`config.mk`:
```
export PLATFORM = sky130hd
export DESIGN_NAME = normalized_fir_smoother
export DESIGN_NICKNAME = d
export VERILOG_FILES = /design/src/hdl/nfs_pkg.sv /design/src/hdl/nfs_div.sv /design/src/hdl/normalized_fir_smoother.sv
export SDC_FILE = /design/constraint.sdc
export NUM_CORES = 2
export LEC_CHECK = 0
export BUFFER_PORTS_ARGS = -buffer_cell sky130_fd_sc_hd__buf_2
export CAP_MARGIN = 20
export CORE_UTILIZATION = 45
export DETAILED_ROUTE_END_ITERATION = 8
export HOLD_SLACK_MARGIN = 0.05
export PLACE_DENSITY_LB_ADDON = 0.3
export SLEW_MARGIN = 0
export SYNTH_ARGS = -nofsm -noshare
export SYNTH_HDL_FRONTEND = slang
export SYNTH_SLANG_ARGS = --single-unit
```
`constraint.sdc`:
```
create_clock -name i_clk -period 9.5 [get_ports i_clk]
set_input_delay 1.9 -clock i_clk [delete_from_list [all_inputs] [get_ports i_clk]]
set_output_delay 1.9 -clock i_clk [all_outputs]
set_load 0.05 [all_outputs]
```
`src/hdl/nfs_pkg.sv`:
```
package nfs_pkg;

    localparam int MAX_TAPS  = 7;
    localparam int SAMPLE_W  = 32;
    localparam int TAP_W     = 16;
    localparam int CNT_W     = 3;
    localparam int TAP_IDX_W = $clog2(MAX_TAPS);
    localparam int PROD_W    = SAMPLE_W + TAP_W;
    localparam int ACC_W     = PROD_W + $clog2(MAX_TAPS);
    localparam int WSUM_W    = TAP_W + $clog2(MAX_TAPS);
    localparam int QUO_W     = SAMPLE_W + 1;
    localparam int QCNT_W    = $clog2(QUO_W + 1);
    localparam int CFG_IDX_W = 4;

    localparam logic [CNT_W-1:0] RCV_MAX = CNT_W'(7);

    localparam logic [CFG_IDX_W-1:0] CFG_TAP_COUNT = CFG_IDX_W'(0);
    localparam logic [CFG_IDX_W-1:0] CFG_TAP_BASE  = CFG_IDX_W'(1);
    localparam logic [CFG_IDX_W-1:0] CFG_TAP_END   = CFG_IDX_W'(MAX_TAPS + 1);

    localparam logic [SAMPLE_W-1:0] SAT_MAX = {1'b0, {(SAMPLE_W-1){1'b1}}};
    localparam logic [SAMPLE_W-1:0] SAT_MIN = {1'b1, {(SAMPLE_W-1){1'b0}}};

endpackage

```
`src/hdl/nfs_div.sv`:
```
module nfs_div (
    input  logic                              i_clk,
    input  logic                              i_rst_n,
    input  logic                              i_start,
    input  logic signed [nfs_pkg::ACC_W-1:0]  i_dividend,
    input  logic signed [nfs_pkg::WSUM_W-1:0] i_divisor,
    output logic                              o_done,
    output logic [nfs_pkg::SAMPLE_W-1:0]      o_quotient
);
    import nfs_pkg::*;

    localparam logic [1:0] D_IDLE = 2'd0;
    localparam logic [1:0] D_RUN  = 2'd1;
    localparam logic [1:0] D_FIN  = 2'd2;

    logic [1:0]          r_state;
    logic [QCNT_W-1:0]   r_cnt;
    logic [WSUM_W-1:0]   r_rem;
    logic [QUO_W-1:0]    r_quo;
    logic [WSUM_W-1:0]   r_dmag;
    logic                r_neg;
    logic                r_sat;
    logic                r_done;
    logic [SAMPLE_W-1:0] r_res;

    logic [ACC_W-1:0]       dvd_mag;
    logic [WSUM_W-1:0]      dvs_mag;
    logic [WSUM_W-1:0]      hi_ext;
    logic [WSUM_W:0]        trial;
    logic [WSUM_W:0]        diff;
    logic                   ge;
    logic                   pos_ovf;
    logic                   neg_ovf;
    logic [SAMPLE_W-1:0]    fin_res;

    always_comb begin
        dvd_mag = i_dividend[ACC_W-1] ? ACC_W'(-i_dividend) : ACC_W'(i_dividend);
        dvs_mag = i_divisor[WSUM_W-1] ? WSUM_W'(-i_divisor) : WSUM_W'(i_divisor);
        hi_ext  = {{(WSUM_W-ACC_W+QUO_W){1'b0}}, dvd_mag[ACC_W-1:QUO_W]};
        trial   = {r_rem, r_quo[QUO_W-1]};
        diff    = trial - {1'b0, r_dmag};
        ge      = trial >= {1'b0, r_dmag};
        pos_ovf = |r_quo[QUO_W-1:SAMPLE_W-1];
        neg_ovf = (|r_quo[QUO_W-1:SAMPLE_W])
                  || (r_quo[SAMPLE_W-1] && (|r_quo[SAMPLE_W-2:0]));
        if (r_neg) begin
            fin_res = (r_sat || neg_ovf) ? SAT_MIN : -r_quo[SAMPLE_W-1:0];
        end else begin
            fin_res = (r_sat || pos_ovf) ? SAT_MAX : r_quo[SAMPLE_W-1:0];
        end
    end

    always_ff @(posedge i_clk) begin
        if (!i_rst_n) begin
            r_state <= D_IDLE;
            r_done  <= 1'b0;
        end else begin
            r_done <= 1'b0;
            unique case (r_state)
                D_IDLE: begin
                    if (i_start) begin
                        r_dmag <= dvs_mag;
                        r_neg  <= i_dividend[ACC_W-1] ^ i_divisor[WSUM_W-1];
                        r_rem  <= hi_ext;
                        r_quo  <= dvd_mag[QUO_W-1:0];
                        r_cnt  <= QCNT_W'(QUO_W);
                        // quotient too wide for the low bits alone
                        r_sat  <= hi_ext >= dvs_mag;
                        r_state <= (hi_ext >= dvs_mag) ? D_FIN : D_RUN;
                    end
                end
                D_RUN: begin
                    r_rem <= ge ? diff[WSUM_W-1:0] : trial[WSUM_W-1:0];
                    r_quo <= {r_quo[QUO_W-2:0], ge};
                    r_cnt <= r_cnt - QCNT_W'(1);
                    if (r_cnt == QCNT_W'(1)) begin
                        r_state <= D_FIN;
                    end
                end
                D_FIN: begin
                    r_res   <= fin_res;
                    r_done  <= 1'b1;
                    r_state <= D_IDLE;
                end
                default: begin
                    r_state <= D_IDLE;
                end
            endcase
        end
    end

    assign o_done     = r_done;
    assign o_quotient = r_res;

endmodule

```
`src/hdl/normalized_fir_smoother.sv`:
```
// channel   | dir | handshake            | payload
// s stream  | in  | i_s_tvalid/o_s_tready | tdata: sample_in[31:0]; tlast: last_in
// m stream  | out | o_m_tvalid/i_m_tready | tdata: smoothed[31:0]; tlast: last_out;
//           |     |                       | tuser: weight_error
// cfg write | in  | i_cfg_valid/o_cfg_ready | i_cfg_index, i_cfg_data[15:0]
//
// one word is taken only while the sequencer is idle; it gives 0 to 4 results
// a word with no result passes a check and an advance; each result adds a check, len steps on
// the shared 32x16 multiplier (one tap per cycle), closing the sum, the shift-subtract divider
// (33 steps, skipped when the high bits already overflow), loading the output and an advance;
// a zero weight sum skips the divider; a result held by a low i_m_tready stalls the next one
// in the output state
// reset (synchronous, active low) restores tap_count 1, tap_0 1, other taps 0
// the cfg channel is always ready
module normalized_fir_smoother (
    input  logic                             i_clk,
    input  logic                             i_rst_n,
    input  logic                             i_s_tvalid,
    output logic                             o_s_tready,
    input  logic [nfs_pkg::SAMPLE_W-1:0]     i_s_tdata,   // sample_in
    input  logic                             i_s_tlast,
    output logic                             o_m_tvalid,
    input  logic                             i_m_tready,
    output logic [nfs_pkg::SAMPLE_W-1:0]     o_m_tdata,   // smoothed
    output logic                             o_m_tlast,
    output logic                             o_m_tuser,   // weight_error
    input  logic                             i_cfg_valid,
    output logic                             o_cfg_ready,
    input  logic [nfs_pkg::CFG_IDX_W-1:0]    i_cfg_index,
    input  logic [nfs_pkg::TAP_W-1:0]        i_cfg_data
);
    import nfs_pkg::*;

    localparam logic [2:0] S_IDLE  = 3'd0;
    localparam logic [2:0] S_CHECK = 3'd1;
    localparam logic [2:0] S_MAC   = 3'd2;
    localparam logic [2:0] S_FIN   = 3'd3;
    localparam logic [2:0] S_DIVST = 3'd4;
    localparam logic [2:0] S_DIV   = 3'd5;
    localparam logic [2:0] S_OUT   = 3'd6;
    localparam logic [2:0] S_ADV   = 3'd7;

    logic [2:0]                 r_state;
    logic [2:0]                 n_state;
    logic [CNT_W-1:0]           r_rcv;
    logic                       r_last;
    logic signed [SAMPLE_W-1:0] r_x;
    logic [CNT_W-1:0]           r_len;
    logic [CNT_W-1:0]           r_ahead;
    logic [CNT_W-1:0]           r_rep;
    logic [TAP_IDX_W-1:0]       r_j;
    logic signed [SAMPLE_W-1:0] r_win [MAX_TAPS];
    logic signed [TAP_W-1:0]    r_tap [MAX_TAPS];
    logic [CNT_W-1:0]           r_count;
    logic signed [PROD_W-1:0]   r_prod;
    logic                       r_pv;
    logic signed [ACC_W-1:0]    r_acc;
    logic signed [WSUM_W-1:0]   r_wsum;
    logic [SAMPLE_W-1:0]        r_res;
    logic                       r_err;
    logic                       r_ov;
    logic [SAMPLE_W-1:0]        r_od;
    logic                       r_olast;
    logic                       r_oerr;

    logic                       s_acc;
    logic [CNT_W-1:0]           len_eff;
    logic [TAP_IDX_W-1:0]       win_idx;
    logic signed [PROD_W-1:0]   prod;
    logic                       emit;
    logic                       more;
    logic                       out_free;
    logic                       div_start;
    logic                       div_done;
    logic [SAMPLE_W-1:0]        div_q;
    logic [TAP_IDX_W-1:0]       tap_wr_idx;

    assign o_s_tready  = (r_state == S_IDLE);
    assign o_cfg_ready = 1'b1;
    assign s_acc       = i_s_tvalid && o_s_tready;
    assign o_m_tvalid  = r_ov;
    assign o_m_tdata   = r_od;
    assign o_m_tlast   = r_olast;
    assign o_m_tuser   = r_oerr;

    always_comb begin
        if (r_count == '0) begin
            len_eff = CNT_W'(1);
        end else if (r_count > CNT_W'(MAX_TAPS)) begin
            len_eff = CNT_W'(MAX_TAPS);
        end else begin
            len_eff = r_count;
        end
        win_idx    = TAP_IDX_W'(MAX_TAPS) - TAP_IDX_W'(r_len) + r_j;
        prod       = r_win[win_idx] * r_tap[r_j];
        emit       = ({1'b0, r_rcv} + {1'b0, r_rep}) > {1'b0, r_ahead};
        more       = r_last && (r_rep < r_ahead);
        out_free   = !r_ov || i_m_tready;
        div_start  = (r_state == S_DIVST) && (r_wsum != '0);
        tap_wr_idx = TAP_IDX_W'(i_cfg_index - CFG_TAP_BASE);
    end

    always_comb begin
        n_state = r_state;
        unique case (r_state)
            S_IDLE:  if (s_acc) n_state = S_CHECK;
            S_CHECK: n_state = emit ? S_MAC : S_ADV;
            S_MAC:   if (r_j == TAP_IDX_W'(r_len - CNT_W'(1))) n_state = S_FIN;
            S_FIN:   n_state = S_DIVST;
            S_DIVST: n_state = (r_wsum == '0) ? S_OUT : S_DIV;
            S_DIV:   if (div_done) n_state = S_OUT;
            S_OUT:   if (out_free) n_state = S_ADV;
            S_ADV:   n_state = more ? S_CHECK : S_IDLE;
            default: n_state = S_IDLE;
        endcase
    end

    // tap registers
    always_ff @(posedge i_clk) begin
        if (!i_rst_n) begin
            r_count <= CNT_W'(1);
            for (int i = 0; i < MAX_TAPS; i++) begin
                r_tap[i] <= (i == 0) ? TAP_W'(1) : '0;
            end
        end else if (i_cfg_valid) begin
            if (i_cfg_index == CFG_TAP_COUNT) begin
                r_count <= i_cfg_data[CNT_W-1:0];
            end else if (i_cfg_index >= CFG_TAP_BASE && i_cfg_index < CFG_TAP_END) begin
                r_tap[tap_wr_idx] <= i_cfg_data;
            end
        end
    end

    always_ff @(posedge i_clk) begin
        if (!i_rst_n) begin
            r_state <= S_IDLE;
            r_rcv   <= '0;
            r_ov    <= 1'b0;
        end else begin
            r_state <= n_state;
            if (r_state == S_OUT && out_free) begin
                r_ov <= 1'b1;
            end else if (i_m_tready) begin
                r_ov <= 1'b0;
            end
            unique case (r_state)
                S_IDLE: begin
                    if (s_acc) begin
                        r_x     <= i_s_tdata;
                        r_last  <= i_s_tlast;
                        r_len   <= len_eff;
                        r_ahead <= len_eff >> 1;
                        r_rep   <= '0;
                        r_rcv   <= (r_rcv == RCV_MAX) ? r_rcv : r_rcv + CNT_W'(1);
                        for (int i = 0; i < MAX_TAPS - 1; i++) begin
                            r_win[i] <= (r_rcv == '0) ? i_s_tdata : r_win[i+1];
                        end
                        r_win[MAX_TAPS-1] <= i_s_tdata;
                    end
                end
                S_CHECK: begin
                    r_j    <= '0;
                    r_pv   <= 1'b0;
                    r_acc  <= '0;
                    r_wsum <= '0;
                end
                S_MAC: begin
                    r_prod <= prod;
                    r_pv   <= 1'b1;
                    if (r_pv) begin
                        r_acc <= r_acc + {{(ACC_W-PROD_W){r_prod[PROD_W-1]}}, r_prod};
                    end
                    r_wsum <= r_wsum + {{(WSUM_W-TAP_W){r_tap[r_j][TAP_W-1]}}, r_tap[r_j]};
                    r_j    <= r_j + TAP_IDX_W'(1);
                end
                S_FIN: begin
                    r_acc <= r_acc + {{(ACC_W-PROD_W){r_prod[PROD_W-1]}}, r_prod};
                end
                S_DIVST: begin
                    if (r_wsum == '0) begin
                        r_res <= '0;
                        r_err <= 1'b1;
                    end
                end
                S_DIV: begin
                    if (div_done) begin
                        r_res <= div_q;
                        r_err <= 1'b0;
                    end
                end
                S_OUT: begin
                    if (out_free) begin
                        r_od    <= r_res;
                        r_err   <= r_err;
                        r_oerr  <= r_err;
                        r_olast <= r_last && (r_rep == r_ahead);
                    end
                end
                S_ADV: begin
                    if (more) begin
                        r_rep <= r_rep + CNT_W'(1);
                        for (int i = 0; i < MAX_TAPS - 1; i++) begin
                            r_win[i] <= r_win[i+1];
                        end
                        r_win[MAX_TAPS-1] <= r_x;
                    end else if (r_last) begin
                        r_rcv <= '0;
                    end
                end
                default: begin
                    r_rep <= r_rep;
                end
            endcase
        end
    end

    nfs_div u_div (
        .i_clk      (i_clk),
        .i_rst_n    (i_rst_n),
        .i_start    (div_start),
        .i_dividend (r_acc),
        .i_divisor  (r_wsum),
        .o_done     (div_done),
        .o_quotient (div_q)
    );

    a_accept_to_check: assert property (@(posedge i_clk) disable iff (!i_rst_n)
        s_acc |=> (r_state == S_CHECK))
        else $error("accepted word did not start a window check");

    a_flush_bound: assert property (@(posedge i_clk) disable iff (!i_rst_n)
        (r_state != S_IDLE) |-> (r_rep <= r_ahead))
        else $error("flush count ran past the look-ahead");

    a_err_zero: assert property (@(posedge i_clk) disable iff (!i_rst_n)
        (o_m_tvalid && o_m_tuser) |-> (o_m_tdata == '0))
        else $error("weight error word carries non-zero data");

    a_div_done_state: assert property (@(posedge i_clk) disable iff (!i_rst_n)
        div_done |-> (r_state == S_DIV))
        else $error("divider finished outside its wait state");

endmodule

```
==> impl.org <==
** Critical path
- For the worst setup path, the data required time is 9.92 ns.
- Of all nets on the critical path, the largest fanout is 22.
- Critical path endpoint category :: flip-flop
- Counting buffers and inverters, the worst setup path is 27 cells deep.
- STA puts the critical path data arrival time at 9.44 ns.
- Cell class contributing the biggest share of worst-path delay :: adder cells
- Most used cell, CP :: sky130_fd_sc_hd__fa_1
- The critical path contains buffers and inverters numbering 6 combined.
- STA classifies the critical path startpoint as a flip-flop.
- The slowest stage of the critical path is the sky130_fd_sc_hd__fa_4 cell.
- The critical path is of the reg -> reg type.
- In this design, the stage delay of the slowest critical-path cell is 1.02 ns.
- The worst register-to-register path has a depth of 27.

** Timing
- Based on the critical path, the design can be clocked at up to 0.111 GHz.
- Worst clock skew :: 0.0335 ns
- Of the available clock period, the critical path in the final layout requires 94.9%.
- Post-Route Setup TNS :: 0 ns
- Post-layout min period :: 9.02 ns
- The final number of hold-violating endpoints was 0.
- Setup repair after global routing left no endpoint under its margin.
- At the pin with the least slew margin, the transition time is between 1 and 1.5 ns.
- Setup slack closes at 0.480 ns.
- Setup violations remaining at the end of the flow were counted as 0.
- Measured against its own limit, the worst slew margin works out to 27.5%.
- Final hold analysis gives a worst-case slack of approximately 0.42 ns.
- Number of max-slew violations in the final report :: 0

** Finish
- Cells with a size suffix above 1 make up 9.36% of the layout.
- Leaving out fill and tap cells, the most frequent cell in the layout is sky130_fd_sc_hd__nand2_1.
- Area Overhead vs Synth :: 10.4%
- Final standard cell count with taps included and fillers excluded :: 6828
- The top cell types in the final layout, fill and taps aside, are 894 x sky130_fd_sc_hd__nand2_1, 727 x sky130_fd_sc_hd__inv_1, 675 x sky130_fd_sc_hd__edfxtp_1.
- In the final design database the tool counted between 6000 and 7000 nets.
- FILL cells :: ~10000

** Drt
- DRC viols :: 0
- After detailed routing, the average wire length per cell comes to ~19 microns.
- Total routed wirelength :: roughly 130000 microns
- Dividing the detail-routed via count by the number of cells gives 5.41.
- Starting DRC count in detailed routing :: 2911
- The first detailed-routing pass took 6 iterations.
- Once detail routing completed, the nets flagged for antenna violations numbered 0.
- Count of vias placed by the detailed router :: 37000

** Run
- Max cap viols :: 0

** Synthesis
- Mean cell area of the mapped netlist :: roughly 10 sq um
- Most used flip-flop cell after synthesis :: sky130_fd_sc_hd__edfxtp_1
- The netlist uses 74 different library cells.
- After synthesis the cells add up to 0.0534 sq mm.
- Counting flops with a built-in enable in the synthesized netlist gives approximately 680.
- Seq/Total Area, Yosys :: 39.2%
- Net Count, Synth :: about 6000
- Synth async-reset ratio :: 0%
- During synthesis, Yosys emitted a total of 0 warnings.
- The cell count after synthesis came out at between 5000 and 6000.
- Synthesis inferred roughly 710 register bits.

** GRT
- For this run, global-route usage on met2 was measured as 35.7%.
- Entering global routing, the biggest net connects 193 pins.
- The total overflow left after global routing is 0.
- The first global-routing pass estimated 208000 microns of wire.
- The number of global-route vias before repair came to 37400.
- In the global route stage, overall resource usage came out at 21.9%.
- Met3 routing resource usage after global routing :: 3.25%
- For this run, global-route usage on met1 was measured as 29.8%.
- met2 is the most crowded layer.
- The initial antenna violation count is 5.

** Clock network
- Master cell of the clock root buffer :: sky130_fd_sc_hd__clkbuf_16
- TritonCTS clock tree :: done
- Number of buffers added by the clock tree synthesis step :: 78
- Resized cells post-CTS :: 0
- Buffer levels on the longest clock path :: 3
- For this design, the sink count on the clock tree is approximately 700.
- Clock-pin slew of the registers on the worst-case setup and hold paths :: 0.06 ns
- Source-to-sink clock delay at the later pin of the worst-skew pair :: 0.68 ns
- The clock tree synthesis step divided the H-tree into 3 levels.

** Hold path
- The worst hold path passes through 0 cells.
- Hold crit path type :: reg -> reg

** Floorplan
- In this run the standard cell core region covers ~0.12 sq mm.
- For this design the top-level I/O count stands at 95.
- Die Span Y :: 346 microns
- The die covers 0.120 sq mm.
- Once the floorplan was initialized, standard cells occupied 45.7% of the core.
- In this run the horizontal extent of the chip is 346 microns.
- Standard-cell row count :: 125

** Placed design
- Detailed Place HPWL :: around 98000 microns
- Final RePlAce weighted congestion :: approximately 0.95
- Number of buffers inserted by port buffering :: slightly above 90
- Pre-CTS setup slack :: ~0.33 ns
- # placed instances :: around 6700

** Status
- The run finished with clean final reports.
-- registers in the layout, summed over array words and instances (netlist names), 3 cells and up, named ones only --
register,flops
o_m_tdata,32
r_count,3
r_wsum,19
r_rep,3
r_res,32
r_rcv,3
r_win,224
u_div.r_rem,19
r_state,3
r_prod,48
r_j,3
u_div.r_dmag,19
u_div.o_quotient,32
u_div.r_cnt,6
r_tap,128
r_acc,51
r_x,32
u_div.r_quo,33
-- logic make-up (layout without fill, tap and decap cells) --
| logic type | count (synthesis) | after routing | synth area share [%] |
|---|---|---|---|
| buf+inv | 947 | 1097 | 6.67 |
| simple gates | 1758 | 1758 | 14.3 |
| other cells | 1 | 4 | 0.00703 |
| compound gates | 633 | 633 | 7.63 |
| fa+ha+maj | 732 | 732 | 24.1 |
| mux | 171 | 171 | 4.80 |
| xor+xnor | 202 | 202 | 3.32 |
| flops | 707 | 707 | 39.2 |
-- metrics by stage --
stage / instance area, sq um / util (%)
after floorplan: 53400 / -
after global placement: 56100 / 48.0
after detailed placement: 56100 / 48.0
after CTS: 58800 / 50.4
after global routing: 58900 / 50.4
final: 58900 / 50.4
-- routing by layer --
| metal | routed length [microns] | up-vias |
|---|---|---|
| met2 | 60500 | 1168 |
| met4 | 4870 | 0 |
| met5 | 0 | - |
| met1 | 57300 | 18200 |
| li1 | - | 17300 |
| met3 | 8100 | 269 |
-- final timing paths --
path,startpoint,to,slack [ns]
max,r_len[0],r_prod[45],0.48
min,r_res[0],o_m_tdata[0],0.42
max reg2reg,r_len[0],r_prod[45],0.48
min reg2reg,r_res[0],o_m_tdata[0],0.42
-- cells in the mapped netlist, types with 50 or more instances --
| cell | instances | area share, % |
|---|---|---|
| sky130_fd_sc_hd__nand2_1 | 895 | 6.3 |
| sky130_fd_sc_hd__inv_1 | 727 | 5.1 |
| sky130_fd_sc_hd__edfxtp_1 | 675 | 38 |
| sky130_fd_sc_hd__fa_1 | 491 | 18 |
| sky130_fd_sc_hd__nor2_1 | 451 | 3.2 |
| sky130_fd_sc_hd__ha_1 | 241 | 5.7 |
| sky130_fd_sc_hd__clkbuf_1 | 201 | 1.4 |
| sky130_fd_sc_hd__a21oi_1 | 166 | 1.6 |
| sky130_fd_sc_hd__o21ai_0 | 153 | 1.4 |
| sky130_fd_sc_hd__xnor2_1 | 110 | 1.8 |
| sky130_fd_sc_hd__and2_1 | 104 | 1.2 |
| sky130_fd_sc_hd__a21o_1 | 92 | 1.3 |
| sky130_fd_sc_hd__xor2_1 | 92 | 1.5 |
| sky130_fd_sc_hd__mux2i_1 | 66 | 1.2 |
| sky130_fd_sc_hd__mux4_2 | 64 | 2.7 |
| sky130_fd_sc_hd__and3_1 | 50 | 0.59 |
-- area by class of cell --
type                       count  area, sq um  share of cell area, %
clock buffer                  97         2040                   3.47
clock inverter                48          702                   1.19
timing repair buffer         224         1550                   2.64
tap                         1524         1910                   3.24
multi-input combinational   3497        29000                   49.3
antenna                        3         7.51                 0.0127
sequential                   707        20900                   35.5
inverter                     728         2730                   4.64
-- repair_timing --
action                     CTS  global route
setup endpoints to repair    0             4
buffers inserted             0             5
hold buffers                 0             0
-- worst reg2reg max path: stages (launching register included) --
cell and delay (ns):
sky130_fd_sc_hd__edfxtp_1 0.37, sky130_fd_sc_hd__inv_1 0.13, sky130_fd_sc_hd__ha_4 0.15, sky130_fd_sc_hd__inv_1 0.05, sky130_fd_sc_hd__fa_4 1.02, sky130_fd_sc_hd__buf_12 0.25, sky130_fd_sc_hd__mux4_2 0.53, sky130_fd_sc_hd__a21o_1 0.27
sky130_fd_sc_hd__nand2_1 0.11, sky130_fd_sc_hd__fa_1 0.44, sky130_fd_sc_hd__fa_1 0.58, sky130_fd_sc_hd__fa_1 0.45, sky130_fd_sc_hd__fa_1 0.55, sky130_fd_sc_hd__inv_1 0.06, sky130_fd_sc_hd__fa_1 0.48, sky130_fd_sc_hd__inv_1 0.05
sky130_fd_sc_hd__fa_1 0.47, sky130_fd_sc_hd__inv_1 0.04, sky130_fd_sc_hd__ha_1 0.37, sky130_fd_sc_hd__nand3_1 0.09, sky130_fd_sc_hd__o31ai_1 0.38, sky130_fd_sc_hd__o211ai_1 0.26, sky130_fd_sc_hd__a311oi_1 0.55, sky130_fd_sc_hd__nor3_1 0.18
sky130_fd_sc_hd__or2_2 0.34, sky130_fd_sc_hd__o21ai_0 0.32, sky130_fd_sc_hd__a31oi_1 0.15, sky130_fd_sc_hd__xnor2_1 0.14
Power is left out: the tool's default activity adds up to more than one toggle a clock period on the data nets, which glitch-free logic cannot reach.
